===== src/design/slpg_pkg.sv =====
package slpg_pkg;

    typedef enum logic [2:0] {
        MODE_OFF    = 3'd0,
        MODE_SOLID  = 3'd1,
        MODE_LISTEN = 3'd2,
        MODE_RECORD = 3'd3,
        MODE_LOWBAT = 3'd4,
        MODE_UPLOAD = 3'd5,
        MODE_ERROR  = 3'd6,
        MODE_UNUSED = 3'd7
    } t_mode;

    localparam logic [2:0] REG_MODE       = 3'd0;
    localparam logic [2:0] REG_BRIGHTNESS = 3'd1;
    localparam logic [2:0] REG_LISTEN     = 3'd2;
    localparam logic [2:0] REG_RECORD     = 3'd3;
    localparam logic [2:0] REG_LOWBAT     = 3'd4;
    localparam logic [2:0] REG_UPLOAD     = 3'd5;
    localparam logic [2:0] REG_ERRPAT     = 3'd6;

    localparam int CFG_IDX_W  = 3;
    localparam int CFG_DATA_W = 16;

    // sine table steps per turn; power of two, the phase math relies on it
    localparam int SINE_STEPS = 256;
    localparam int SINE_W     = $clog2(SINE_STEPS);

    typedef enum logic [2:0] {
        ST_IDLE,
        ST_MOD,
        ST_DIV,
        ST_SINE,
        ST_EVAL,
        ST_OUT
    } t_state;

    typedef struct packed {
        logic start_mod;
        logic start_div;
        logic start_sine;
        logic eval;
    } t_cmd;

    typedef struct packed {
        logic mod_done;
        logic div_done;
        logic sine_done;
    } t_status;

    typedef struct packed {
        logic [7:0] led_level;
        logic       level_is_pwm;
        logic       write_strobe;
    } t_result;

    function automatic logic [2:0] letter_len(input logic [3:0] l);
        case (l) inside
            4'd1, 4'd3, 4'd4, 4'd5, 4'd7: letter_len = 3'd3;
            4'd2: letter_len = 3'd2;
            4'd6: letter_len = 3'd4;
            default: letter_len = 3'd1;
        endcase
    endfunction

    function automatic logic [3:0] letter_dash(input logic [3:0] l);
        case (l) inside
            4'd2, 4'd4: letter_dash = 4'h2;
            4'd3: letter_dash = 4'h6;
            4'd5: letter_dash = 4'h4;
            4'd6, 4'd7: letter_dash = 4'h1;
            default: letter_dash = 4'h0;
        endcase
    endfunction

endpackage


===== src/design/slpg_if.sv =====
interface slpg_if #(
    parameter int W = 1
) ();
    logic         valid;
    logic         ready;
    logic [W-1:0] data;
    modport source (output valid, output data, input ready);
    modport sink (input valid, input data, output ready);
endinterface


===== src/design/slpg_ctrl.sv =====
module slpg_ctrl (
    input  logic                i_clk,
    input  logic                i_rst_n,
    input  logic                i_in_valid,
    output logic                o_in_ready,
    output logic                o_out_valid,
    input  logic                i_out_ready,
    input  slpg_pkg::t_status   i_status,
    output slpg_pkg::t_cmd      o_cmd
);
    slpg_pkg::t_state r_state, n_state;

    always_ff @(posedge i_clk) begin
        if (!i_rst_n) begin
            r_state <= slpg_pkg::ST_IDLE;
        end else begin
            r_state <= n_state;
        end
    end

    always_comb begin
        n_state = r_state;
        unique case (r_state)
            slpg_pkg::ST_IDLE: if (i_in_valid) n_state = slpg_pkg::ST_MOD;
            slpg_pkg::ST_MOD:  if (i_status.mod_done) n_state = slpg_pkg::ST_DIV;
            slpg_pkg::ST_DIV:  if (i_status.div_done) n_state = slpg_pkg::ST_SINE;
            slpg_pkg::ST_SINE: if (i_status.sine_done) n_state = slpg_pkg::ST_EVAL;
            slpg_pkg::ST_EVAL: n_state = slpg_pkg::ST_OUT;
            slpg_pkg::ST_OUT:  if (i_out_ready) n_state = slpg_pkg::ST_IDLE;
            default: n_state = slpg_pkg::ST_IDLE;
        endcase
    end

    always_comb begin
        o_in_ready       = 1'b0;
        o_out_valid      = 1'b0;
        o_cmd            = '0;
        unique case (r_state)
            slpg_pkg::ST_IDLE: begin
                o_in_ready      = 1'b1;
                o_cmd.start_mod = i_in_valid;
            end
            slpg_pkg::ST_MOD:  o_cmd.start_div = i_status.mod_done;
            slpg_pkg::ST_DIV:  o_cmd.start_sine = i_status.div_done;
            slpg_pkg::ST_SINE: ;
            slpg_pkg::ST_EVAL: o_cmd.eval = 1'b1;
            slpg_pkg::ST_OUT:  o_out_valid = 1'b1;
            default: ;
        endcase
    end
endmodule


===== src/design/slpg_dp.sv =====
module slpg_dp #(
    parameter int DOT_MS  = 200,
    parameter int DASH_MS = 600
) (
    input  logic                          i_clk,
    input  logic                          i_rst_n,
    input  logic                          i_cfg_we,
    input  logic [slpg_pkg::CFG_IDX_W-1:0] i_cfg_idx,
    input  logic [slpg_pkg::CFG_DATA_W-1:0] i_cfg_data,
    input  logic                          i_in_accept,
    input  logic                          i_tick,
    input  slpg_pkg::t_cmd                i_cmd,
    output slpg_pkg::t_status             o_status,
    output slpg_pkg::t_result             o_result
);
    localparam int SW = slpg_pkg::SINE_W;

    logic [2:0]  r_mode;
    logic [7:0]  r_bright;
    logic [15:0] r_listen, r_record, r_lowbat;
    logic [7:0]  r_upload;
    logic [3:0]  r_errpat;

    logic [31:0] r_now, r_last, r_sym_start;
    logic [9:0]  r_ms1000;
    logic        r_blink, r_mrun, r_lit;
    logic [2:0]  r_midx;
    logic [3:0]  r_letter;
    slpg_pkg::t_result r_res, n_res;

    // mod unit: now % period (listen), restoring, 1 bit/cycle
    logic [15:0] r_per;
    logic [31:0] r_mq;
    logic [16:0] r_mrem;
    logic [5:0]  r_mcnt;
    logic        r_mbusy;
    logic [16:0] n_mrem, m_try;

    // div unit: rem * SINE_STEPS / period
    logic [SW+15:0] r_dnum;
    logic [16:0]    r_drem;
    logic [SW-1:0]  r_dq, n_dq;
    logic [4:0]     r_dcnt;
    logic           r_dbusy;
    logic [16:0]    d_sh, d_try;

    // sine: staged multiplies
    logic [2:0]  r_sstep;
    logic [14:0] r_q;
    logic [1:0]  r_quad;
    logic [31:0] r_acc;
    logic [15:0] r_q2, r_inner, r_mid, s_clip;
    logic [15:0] g;

    always_comb begin
        m_try  = {r_mrem[15:0], r_mq[31]};
        n_mrem = (m_try >= {1'b0, r_per}) ? m_try - {1'b0, r_per} : m_try;
        d_sh   = {r_drem[15:0], r_dnum[SW+15]};
        d_try  = (d_sh >= {1'b0, r_per}) ? d_sh - {1'b0, r_per} : d_sh;
        n_dq   = {r_dq[SW-2:0], (d_sh >= {1'b0, r_per})};
        g      = 16'({n_dq, 16'd0} >> SW);
    end

    always_ff @(posedge i_clk) begin
        if (!i_rst_n) begin
            r_mbusy <= 1'b0;
            r_dbusy <= 1'b0;
            r_sstep <= 3'd0;
        end else begin
            if (i_cmd.start_mod) begin
                r_mbusy <= 1'b1;
                r_mcnt  <= 6'd0;
                r_per   <= (r_listen == 16'd0) ? 16'd1 : r_listen;
                r_mq    <= r_now + 32'(i_tick);
                r_mrem  <= '0;
            end else if (r_mbusy) begin
                r_mrem <= n_mrem;
                r_mq   <= {r_mq[30:0], 1'b0};
                r_mcnt <= r_mcnt + 6'd1;
                if (r_mcnt == 6'd31) r_mbusy <= 1'b0;
            end
            if (i_cmd.start_div) begin
                r_dbusy <= 1'b1;
                r_dcnt  <= '0;
                r_dnum  <= {n_mrem[15:0], {SW{1'b0}}};
                r_drem  <= '0;
            end else if (r_dbusy) begin
                r_drem <= d_try;
                r_dq   <= n_dq;
                r_dnum <= {r_dnum[SW+14:0], 1'b0};
                r_dcnt <= r_dcnt + 5'd1;
                if (r_dcnt == 5'(SW + 15)) r_dbusy <= 1'b0;
            end
            if (i_cmd.start_sine) begin
                r_quad  <= g[15:14];
                r_q     <= g[14] ? 15'(16384 - {1'b0, g[13:0]}) : {1'b0, g[13:0]};
                r_sstep <= 3'd1;
            end else if (r_sstep != 3'd0) begin
                r_sstep <= r_sstep + 3'd1;
                case (r_sstep)
                    3'd1: r_acc <= 32'(r_q) * 32'(r_q);
                    3'd2: r_q2 <= 16'(r_acc >> 14);
                    3'd3: r_acc <= 32'(r_q2) * 32'd1192;
                    3'd4: r_inner <= 16'(16'd10544 - 16'(r_acc >> 14));
                    3'd5: r_acc <= 32'(r_q2) * 32'(r_inner);
                    3'd6: begin
                        r_mid <= 16'(16'd25736 - 16'(r_acc >> 14));
                        r_sstep <= 3'd7;
                    end
                    default: begin
                        r_sstep <= 3'd0;
                    end
                endcase
            end
        end
    end

    // final q*mid product registered in status stage; brightness product is combinational
    logic [31:0] r_qm;
    logic        r_qm_ok;
    always_ff @(posedge i_clk) begin
        if (!i_rst_n) r_qm_ok <= 1'b0;
        else begin
            r_qm_ok <= (r_sstep == 3'd7);
            if (r_sstep == 3'd7) r_qm <= 32'(r_q) * 32'(r_mid);
        end
    end

    assign o_status.mod_done  = r_mbusy && (r_mcnt == 6'd31);
    assign o_status.div_done  = r_dbusy && (r_dcnt == 5'(SW + 15));
    assign o_status.sine_done = r_qm_ok;

    logic [31:0] s_raw, dt, dsym;
    logic [15:0] inten;
    logic [23:0] duty;
    logic [15:0] bper;
    logic        on;
    logic [3:0]  dash_mask;
    logic [15:0] dur;
    always_comb begin
        s_raw     = r_qm >> 14;
        s_clip    = (s_raw > 32'd16384) ? 16'd16384 : s_raw[15:0];
        inten     = (r_quad < 2'd2) ? 16'd16384 + s_clip : 16'd16384 - s_clip;
        duty      = 24'(inten) * 24'(r_bright);
        dt        = r_now - r_last;
        dsym      = r_now - r_sym_start;
        bper      = (r_mode == slpg_pkg::MODE_RECORD) ? r_record :
                    (r_mode == slpg_pkg::MODE_LOWBAT) ? r_lowbat : 16'd100;
        on        = (r_ms1000 < 10'(r_upload)) ||
                    (r_ms1000 >= 10'd200 && r_ms1000 < 10'd200 + 10'(r_upload));
        dash_mask = slpg_pkg::letter_dash(r_letter);
        dur       = dash_mask[r_midx[1:0]] ? 16'(DASH_MS) : 16'(DOT_MS);
    end

    always_comb begin
        n_res = '0;
        if (r_mrun) begin
            if (!r_lit) begin
                n_res.write_strobe = 1'b1;
                if (r_midx < slpg_pkg::letter_len(r_letter)) n_res.led_level = 8'd255;
            end else if (dsym >= 32'(dur)) begin
                n_res.write_strobe = 1'b1;
            end
        end else begin
            unique case (r_mode) inside
                slpg_pkg::MODE_OFF: n_res.write_strobe = 1'b1;
                slpg_pkg::MODE_SOLID: n_res = '{8'd255, 1'b0, 1'b1};
                slpg_pkg::MODE_LISTEN: if (dt > 32'd10) begin
                    n_res = '{duty[22:15], 1'b1, 1'b1};
                end
                slpg_pkg::MODE_UPLOAD: if (dt > 32'd10) begin
                    n_res = '{on ? 8'd255 : 8'd0, 1'b0, 1'b1};
                end
                slpg_pkg::MODE_RECORD, slpg_pkg::MODE_LOWBAT, slpg_pkg::MODE_ERROR: begin
                    if (!(r_mode == slpg_pkg::MODE_ERROR && r_errpat != 4'd0) &&
                        dt >= 32'(bper)) begin
                        n_res = '{r_blink ? 8'd0 : 8'd255, 1'b0, 1'b1};
                    end
                end
                default: ;
            endcase
        end
    end

    always_ff @(posedge i_clk) begin
        if (!i_rst_n) begin
            r_mode <= '0; r_bright <= 8'd255; r_listen <= 16'd2000;
            r_record <= 16'd500; r_lowbat <= 16'd1000; r_upload <= 8'd100;
            r_errpat <= '0;
            r_now <= '0; r_last <= '0; r_sym_start <= '0; r_ms1000 <= '0;
            r_blink <= 1'b0; r_mrun <= 1'b0; r_lit <= 1'b0;
            r_midx <= '0; r_letter <= '0;
            r_res <= '0;
        end else begin
            if (i_in_accept && i_tick) begin
                r_now <= r_now + 32'd1;
                // now % 1000, restarting where the ms counter wraps
                if (r_now == 32'hFFFF_FFFF || r_ms1000 == 10'd999) r_ms1000 <= '0;
                else r_ms1000 <= r_ms1000 + 10'd1;
            end
            if (i_cfg_we) begin
                unique case (i_cfg_idx)
                    slpg_pkg::REG_MODE: if (i_cfg_data[2:0] != r_mode) begin
                        r_mode <= i_cfg_data[2:0];
                        r_last <= '0; r_blink <= 1'b0; r_mrun <= 1'b0;
                    end
                    slpg_pkg::REG_BRIGHTNESS: r_bright <= i_cfg_data[7:0];
                    slpg_pkg::REG_LISTEN: r_listen <= i_cfg_data;
                    slpg_pkg::REG_RECORD: r_record <= i_cfg_data;
                    slpg_pkg::REG_LOWBAT: r_lowbat <= i_cfg_data;
                    slpg_pkg::REG_UPLOAD: r_upload <= i_cfg_data[7:0];
                    slpg_pkg::REG_ERRPAT: r_errpat <= i_cfg_data[3:0];
                    default: ;
                endcase
            end
            if (i_cmd.eval) begin
                r_res <= n_res;
                if (r_mrun) begin
                    if (!r_lit) begin
                        if (r_midx >= slpg_pkg::letter_len(r_letter)) begin
                            if (dt > 32'd2000) begin
                                r_midx <= '0; r_last <= r_now;
                            end
                        end else begin
                            r_lit <= 1'b1; r_sym_start <= r_now;
                        end
                    end else if (dsym >= 32'(dur)) begin
                        r_lit <= 1'b0; r_midx <= r_midx + 3'd1; r_last <= r_now;
                    end
                end else begin
                    unique case (r_mode) inside
                        slpg_pkg::MODE_LISTEN, slpg_pkg::MODE_UPLOAD: begin
                            if (dt > 32'd10) r_last <= r_now;
                        end
                        slpg_pkg::MODE_RECORD, slpg_pkg::MODE_LOWBAT,
                        slpg_pkg::MODE_ERROR: begin
                            if (r_mode == slpg_pkg::MODE_ERROR && r_errpat != 4'd0) begin
                                r_mrun <= 1'b1; r_midx <= '0; r_lit <= 1'b0;
                                r_last <= r_now;
                                r_letter <= (r_errpat > 4'd8) ? 4'd8 : r_errpat;
                            end else if (dt >= 32'(bper)) begin
                                r_blink <= ~r_blink; r_last <= r_now;
                            end
                        end
                        default: ;
                    endcase
                end
            end
        end
    end

    assign o_result = r_res;
endmodule


===== src/design/status_led_pattern_generator.sv =====
// Sequence: serial modulo, serial divide, staged sine, then an evaluate state;
// the result is registered there and held valid until the output side takes it.
// Throughput: one transaction at a time; a new one is taken only in idle, after
// the last result was taken; serial modulo, divide and output stalls set the rate.
// Reset: synchronous active low; registers return to defaults, time and state to zero.
module status_led_pattern_generator #(
    parameter int DOT_MS  = 200,
    parameter int DASH_MS = 600
) (
    input  logic                            i_clk,
    input  logic                            i_rst_n,
    input  logic                            i_cfg_we,
    input  logic [slpg_pkg::CFG_IDX_W-1:0]  i_cfg_idx,
    input  logic [slpg_pkg::CFG_DATA_W-1:0] i_cfg_data,
    slpg_if.sink                            in_if,
    slpg_if.source                          out_if
);
    slpg_pkg::t_cmd    cmd;
    slpg_pkg::t_status status;
    slpg_pkg::t_result res;
    logic              in_ready;

    assign in_if.ready = in_ready;

    slpg_ctrl u_ctrl (
        .i_clk, .i_rst_n,
        .i_in_valid(in_if.valid), .o_in_ready(in_ready),
        .o_out_valid(out_if.valid), .i_out_ready(out_if.ready),
        .i_status(status), .o_cmd(cmd)
    );

    slpg_dp #(.DOT_MS(DOT_MS), .DASH_MS(DASH_MS)) u_dp (
        .i_clk, .i_rst_n, .i_cfg_we, .i_cfg_idx, .i_cfg_data,
        .i_in_accept(in_if.valid && in_ready), .i_tick(in_if.data[0]),
        .i_cmd(cmd), .o_status(status), .o_result(res)
    );

    assign out_if.data = {res.led_level, res.level_is_pwm, res.write_strobe};
endmodule


===== src/flat_wrapper.sv =====
// flat-port wrapper written by rule: the top's interface ports become plain ports
module status_led_pattern_generator_flat 
#(
    parameter int DOT_MS  = 200,
    parameter int DASH_MS = 600
)
  (i_clk, i_rst_n, i_cfg_we, i_cfg_idx, i_cfg_data, in_if_valid, in_if_data, in_if_ready, out_if_valid, out_if_data, out_if_ready);
  slpg_if #(.W(1)) in_if_i ();
  slpg_if #(.W($bits(slpg_pkg::t_result))) out_if_i ();
  input  logic i_clk;
  input  logic i_rst_n;
  input  logic i_cfg_we;
  input  logic [slpg_pkg::CFG_IDX_W-1:0] i_cfg_idx;
  input  logic [slpg_pkg::CFG_DATA_W-1:0] i_cfg_data;
  input wire logic [$bits(in_if_i.valid)-1:0] in_if_valid;
  input wire logic [$bits(in_if_i.data)-1:0] in_if_data;
  output wire logic [$bits(in_if_i.ready)-1:0] in_if_ready;
  output wire logic [$bits(out_if_i.valid)-1:0] out_if_valid;
  output wire logic [$bits(out_if_i.data)-1:0] out_if_data;
  input wire logic [$bits(out_if_i.ready)-1:0] out_if_ready;
  assign in_if_i.valid = in_if_valid;
  assign in_if_i.data = in_if_data;
  assign in_if_ready = in_if_i.ready;
  assign out_if_valid = out_if_i.valid;
  assign out_if_data = out_if_i.data;
  assign out_if_i.ready = out_if_ready;
  status_led_pattern_generator #(.DOT_MS(DOT_MS), .DASH_MS(DASH_MS)) u_core (.i_clk(i_clk), .i_rst_n(i_rst_n), .i_cfg_we(i_cfg_we), .i_cfg_idx(i_cfg_idx), .i_cfg_data(i_cfg_data), .in_if(in_if_i), .out_if(out_if_i));
endmodule

===== config.mk =====
export PLATFORM = sky130hd
export DESIGN_NAME = status_led_pattern_generator_flat
export DESIGN_NICKNAME = d
export VERILOG_FILES = /design/src/design/slpg_pkg.sv /design/src/design/slpg_if.sv /design/src/design/slpg_ctrl.sv /design/src/design/slpg_dp.sv /design/src/design/status_led_pattern_generator.sv /design/src/flat_wrapper.sv
export SDC_FILE = /design/constraint.sdc
export NUM_CORES = 2
export LEC_CHECK = 0
export ABC_AREA = 1
export BUFFER_PORTS_ARGS = -buffer_cell sky130_fd_sc_hd__buf_4
export CAP_MARGIN = 20
export CORE_MARGIN = 5
export CORE_UTILIZATION = 30
export CTS_CLUSTER_DIAMETER = 80
export DETAILED_ROUTE_END_ITERATION = 10
export GPL_TIMING_DRIVEN = 0
export SLEW_MARGIN = 20
export SYNTH_ARGS = -nofsm -noshare
export SYNTH_HDL_FRONTEND = slang
export SYNTH_SLANG_ARGS = --single-unit

===== constraint.sdc =====
create_clock -name i_clk -period 18.53 [get_ports i_clk]
set_input_delay 5.559 -clock i_clk [delete_from_list [all_inputs] [get_ports i_clk]]
set_output_delay 5.559 -clock i_clk [all_outputs]
set_load 0.01 [all_outputs]

After elaboration in Yosys (flattened, before gate mapping)
Cells that the tools add are included.
{"block": "classes", "order_cmp": 15, "n_reduce_logical": 52, "bitwise": 7, "eq_ne": 44, "shift": 0, "div_mod_pow": 0, "add_sub_neg": 17, "mux": 108, "n_mul": 5}
{"op": "32-bit 2-to-1 mux", "n": 14}
{"op": "16-bit 2-to-1 mux", "n": 8}
{"op": "30-bit case mux with 3 select lines", "n": 1}
{"op": "3-bit 2-to-1 mux", "n": 22}
{"op": "32-bit case mux with 2 select lines", "n": 1}
{"op": "32-bit subtractor", "n": 2}
{"op": "10-bit 2-to-1 mux", "n": 5}
{"op": "24-bit 2-to-1 mux", "n": 2}
{"op": "1-bit 2-to-1 mux", "n": 41}
{"op": "8-bit 2-to-1 mux", "n": 5}
{"op": "3-bit equality test (second input constant)", "n": 12}
{"op": "9-bit case mux with 4 select lines", "n": 1}
{"op": "17-bit by 16-bit >= comparator with 1-bit output", "n": 2}
{"op": "32-bit by 1-bit adder with 32-bit output", "n": 1}
{"op": "32-bit by 1-bit adder with 32-bit output (second input constant)", "n": 1}
{"op": "32-bit equality test (second input constant)", "n": 1}
{"op": "32-bit by 10-bit >= comparator with 1-bit output", "n": 1}
{"op": "32-bit by 16-bit >= comparator with 1-bit output", "n": 1}
{"op": "32-bit by 11-bit > comparator with 1-bit output (second input constant)", "n": 1}
{"op": "32-bit by 4-bit > comparator with 1-bit output (second input constant)", "n": 1}
{"op": "15-bit by 16-bit subtractor with 16-bit output (first input constant)", "n": 2}
{"op": "16-bit subtractor", "n": 2}
{"op": "15-bit by 16-bit multiplier with 31-bit output", "n": 1}
{"op": "15-bit by 15-bit multiplier with 30-bit output", "n": 1}
{"op": "other kinds (57)", "n": 119}
{"block": "totals", "register_bits": 453, "ram_bits": 0, "inputBits": 25, "mem_bits_ro": 0, "latchBits": 0, "wordCells": 290, "memories": 0, "output_inout_bits": 12}

Longest topological paths before layout
{"block": "logic_depth", "word_depth": 14, "ltp_mapped": 41, "mapped_depth_nobuf": 41}

Hierarchy
A second synthesis with hierarchy kept.
{"block": "unflattened", "cells_unflattened": 6625, "area_unflattened_um2": 47331.6}
{"mod": "slpg_dp", "cells_per_inst": 6570, "area_each_um2": 47046.4, "instances": 1, "seq_area_each_um2": 10159.7}
{"mod": "slpg_ctrl", "cells_per_inst": 53, "area_each_um2": 277.8, "instances": 1, "seq_area_each_um2": 60.1}
{"mod": "status_led_pattern_generator", "cells_per_inst": 2, "area_each_um2": 7.5, "instances": 1, "seq_area_each_um2": 0.0}

Worst setup path before layout
Ideal clock, no wire load.
{"block": "synth_path", "path_type": "input -> register", "startpoint": "in i_rst_n", "endpoint": "reg u_core.u_dp.r_dcnt[0], enable pin", "arrival_time_ps": 8436, "path_buffers": 1, "setup_time_ps": 483, "required_time_ps": 18047, "slack_ps": 9611, "stages": 3, "path_cell_list": "inv_1 -> clkbuf_1 -> o21ai_0"}
{"block": "synth_between", "elab_chain_cells": 1}
{"element": "start, declared", "line": "flat_wrapper.sv:11", "source": "input logic i_rst_n;"}
{"element": "2-bit AND reduction (no line)"}
{"element": "end signal, assigned", "line": "slpg_dp.sv:91", "source": "r_dcnt <= r_dcnt + 5'd1;"}
{"element": "end, declared", "line": "slpg_dp.sv:43", "source": "logic [4:0] r_dcnt;"}
No other way between the ends.
A chain may end at the register's enable or synchronous reset.

Worst setup path in the final report
{"block": "layout_path", "startpoint": "in i_cfg_idx[2] (netlist bit)", "endpoint": "reg u_core.u_dp.r_last[20]"}
{"block": "layout_between", "elab_chain_cells": 8, "elab_cells_between_ends": 13, "classes_between": "12 x mux; 1 x reduce/logical"}
{"element": "start, declared", "line": "flat_wrapper.sv:13", "source": "input logic [slpg_pkg::CFG_IDX_W-1:0] i_cfg_idx;"}
{"element": "3-bit logical NOT (*)", "line": "slpg_dp.sv:202", "source": "unique case (i_cfg_idx)"}
{"element": "32-bit 2-to-1 mux (*)", "line": "slpg_dp.sv:202"}
{"element": "32-bit 2-to-1 mux (*)", "line": "slpg_dp.sv:201", "source": "if (i_cfg_we) begin"}
{"element": "32-bit 2-to-1 mux, on equally long branches", "line": "slpg_dp.sv:241, slpg_dp.sv:221"}
{"element": "32-bit 2-to-1 mux, on equally long branches", "line": "slpg_dp.sv:237, slpg_dp.sv:220"}
{"element": "32-bit case mux with 2 select lines / 32-bit 2-to-1 mux (equally long branches)", "line": "slpg_dp.sv:231, slpg_dp.sv:219"}
{"element": "32-bit 2-to-1 mux", "line": "slpg_dp.sv:218", "source": "if (r_mrun) begin"}
{"element": "32-bit 2-to-1 mux (*)", "line": "slpg_dp.sv:216", "source": "if (i_cmd.eval) begin"}
{"element": "end signal, assigned", "line": "slpg_dp.sv:233", "source": "if (dt > 32'd10) r_last <= r_now;"}
{"element": "end signal, assigned", "line": "slpg_dp.sv:239", "source": "r_last <= r_now;"}
{"element": "end signal, assigned", "line": "slpg_dp.sv:242", "source": "r_blink <= ~r_blink; r_last <= r_now;"}
{"element": "end, declared", "line": "slpg_dp.sv:24", "source": "logic [31:0] r_now, r_last, r_sym_start;"}
Mark *: on every way between the ends. The rest lies on a longest branch, timed or not.

==> impl_metrics.toml <==
[synthesis]
yosysWarningCount = 0
async_reset_ff_share_pct = 0
synth_seq_area_share_pct = 21.51
yosys-top-cells-area = "fa_1 16%, nand2_1 14%, edfxtp_1 13%"
synth_nets = 7521
synthDistinctLibCells = 62
ys.flop_type = "dfxtp_1"
yosys.area.top_type = "fa_1"
synth_cells = 6639
synth_edf_count = 203
synth_top_area_share_pct = 16.26
synth_area_per_cell_um2 = 7.157
ys_ff_latch = 409
synth.cell_area_um2 = 47510

[worst_setup_path]
max_stage_delay_ps = 700
path_max_fanout = 10
cp_slowest_cell = "clkbuf_1"
reg2reg_to = "u_core.u_dp.r_acc[26]"
r2r-start = "u_core.u_dp.r_q2[7]"
end_kind = "flop"
r2r_slack_ps = 10700
arrival_ps = 9060
cp_top_family = "simple AND/OR/NAND/NOR gates"
path_common_cell = "nor2_1"
crit_required_ps = 19040
crit_type = "input port to flop"
path_cells = "buf_4 -> nor2_1 -> inv_1 -> nor2_1 -> inv_1 -> nor2_1 -> clkbuf_1 -> nor2_1 -> inv_1 -> nand4_1 -> nand2_1 -> nand2_1 -> nand3_1 -> a21oi_1 -> nor2_1 -> nor2_1"
path_buf_inv = 5
reg2reg_depth = 28
worstSetupStartpointType = "input port"

[die]
ios = 37
start_util_pct = 30.07
coreArea_um2 = 158000
die_area_um2 = 166400
dieHeight_um = 408.0
rows = 146
die_x_um = 408.0

[drt]
drtPass1Iterations = 6
ant_nets = 0
avgRoutedWirePerCell_um = 16.42
drt-initial-drc-count = 3486
wl_um = 145200
routed_via_density = 4.854
vias = 42920
drcViolationCount = 0

[flow_run]
drv_cap = 0

[clock_network]
hold_buffers = 0
cts_max_path_buffers = 3
cts_tree = "yes"
clk_latency_ps = 620
cts_buffers = 49
cts_max_level = 2
cts_resized = 0
cts_root_buf = "clkbuf_16"
postCtsSetupBuffers = 0
clkSinkCount = 409
clk_pin_slew_ps = 60

[power]
leakagePower_nw = 26.81
finalPower_mw = 3.288
ir_drop_v = 0.00006682
power_density_nw_per_um2 = 63.07

[global_route]
grtUsageTotal_pct = 16.94
grt_pass1_wl_um = 228100
grt_antenna_before_repair = 1
gr-total-overflow = 0
grt_pass1_vias = 41370
grt_start_max_net_pins = 39

[finish]
syn2layout_area_growth_pct = 9.733
multiInputGateArea_um2 = 31660
drive_gt1_share_pct = 3.472
final_nets = 7611
mostFrequentLayoutCell = "nand2_1"
fill_cells = 16820
final_util_pct = 33.00
regArea_um2 = 10220
final_cell_mix = "1713 x nand2_1, 1258 x inv_1, 607 x nor2_1"

[worst_hold_path]
worstHoldPathType = "flop to flop"
hold_path_depth = 0
hold-path-endpoint = "u_core.u_dp.r_quad[1]"
hold_start = "u_core.u_dp.r_dq[6]"

[timing]
setup_viol = 0
period_minus_slack_ps = 8546
setup_tns_ps = 0
hold_viol = 0
timing.final.crit_share_pct = 46.12
max_freq_ghz = 0.1170
final_max_slew_viol_count = 0
max_slew_margin_pct = 31.28
grt_setup_unrepaired = "false"
tightest_slew_ps = 1031
skew_ps = 36.53
holdWs_ps = 430.1

[placed_design]
dp_hpwl_um = 118500
portBuffers = 36
routabilityCongestion = 0.9215

[outcome]
status = "finished clean"
per-layer routing:
| layer | up-vias | share of wire (%) | wire [µm] | GRT usage [%] |
|---|---|---|---|---|
| met5 | - | 0.0090 | 13 | 0 |
| met4 | 2 | 3.4 | 4942 | 5.276 |
| met3 | 259 | 6.0 | 8774 | 2.222 |
| met2 | 1266 | 45 | 65880 | 27.83 |
| met1 | 20370 | 45 | 65540 | 23.18 |
| li1 | 21020 | - | - | - |
sequential cells by signal, indices dropped and copies added (netlist names), 8 cells and up:
register / count
u_core.u_dp.r_listen: 16
u_core.u_dp.r_per: 16
u_core.u_dp.r_mid: 16
u_core.u_dp.r_record: 16
u_core.u_dp.r_mq: 32
u_core.u_dp.r_mrem: 16
u_core.u_dp.r_bright: 8
u_core.u_dp.r_lowbat: 16
u_core.u_dp.r_acc: 16
u_core.u_dp.r_inner: 16
u_core.u_dp.r_ms1000: 10
u_core.u_dp.r_last: 32
u_core.u_dp.r_drem: 16
u_core.u_dp.r_dnum: 16
u_core.u_dp.r_upload: 8
u_core.u_dp.r_now: 32
u_core.u_dp.r_q2: 16
u_core.u_dp.o_result: 10
u_core.u_dp.r_sym_start: 32
u_core.u_dp.r_qm: 17
cells by family after synthesis:
| family | after synthesis | share of synthesized area (%) |
|---|---|---|
| DFF | 409 | 21.51 |
| muxes | 1 | 0.02370 |
| buffers and inverters | 1491 | 11.94 |
| AOI/OAI and AO/OA | 790 | 9.059 |
| and+or+nand+nor | 2909 | 25.41 |
| xor gates and xnor gates | 182 | 3.387 |
| adders and majority gates | 857 | 28.67 |
area by class of cell:
class | count | share of cell area, %
Buffer | 222 | 1.749
Clock buffer | 61 | 2.659
Sequential cell | 409 | 19.60
Multi-Input combinational cell | 4739 | 60.73
Clock inverter | 29 | 0.5256
Antenna cell | 1 | 0.004800
Inverter | 1269 | 9.136
Timing Repair Buffer | 39 | 0.6240
Tap cell | 2072 | 4.972
cells in the mapped netlist (16+ instances only):
| cell type | n |
|---|---|
| nand2_1 | 1714 |
| inv_1 | 1258 |
| nor2_1 | 611 |
| ha_1 | 471 |
| fa_1 | 386 |
| a21oi_1 | 341 |
| nand3_1 | 281 |
| o21ai_0 | 280 |
| dfxtp_1 | 206 |
| edfxtp_1 | 203 |
| clkbuf_1 | 195 |
| xor2_1 | 125 |
| nand4_1 | 84 |
| nor3_1 | 73 |
| xnor2_1 | 55 |
| nand3b_1 | 29 |
| o21ai_1 | 28 |
| nand2_2 | 24 |
| nor4_1 | 24 |
| o211ai_1 | 21 |
| a31oi_1 | 19 |
| or2_2 | 16 |
power breakdown:
part,total (mW),switching (mW),internal [mW]
sequential,1.09,0.0477,1.04
combinational,1.20,0.827,0.371
clock,1.00,0.425,0.578
total,3.29,1.30,1.99
per-stage QoR:
step,std cells,cell area [µm²],worst slack [ps]
finish,8841,52140,9984
CTS,8840,52130,10090
global placement,8747,50380,7744
floorplan,6639,47510,9611
global route,8840,52140,9640
detailed placement,8750,50470,9431
worst register-to-register path, delay by kind of cell (launching register included):
family / cells / cell delay [ps]
compound gates: 6 / 1070
fa+ha+maj: 7 / 3450
buf+inv: 8 / 1480
flops: 1 / 560
simple gates: 7 / 1000
worst max-delay path by stage:
stage	from	to	slack, ps	depth (start not counted)
after CTS	i_cfg_idx[2]	u_core.u_dp.r_last[28]	10090	16
after global routing	i_cfg_we	u_core.u_dp.r_last[30]	9640	17
after floorplan	i_rst_n	u_core.u_dp.r_dcnt[0]	9610	3
after global placement	i_rst_n	u_core.u_dp.r_drem[5]	7740	4
after detailed placement	i_cfg_idx[2]	u_core.u_dp.r_last[28]	9430	16
final	i_cfg_idx[2]	u_core.u_dp.r_last[20]	9980	16
Power figures use the tool's default switching activity.
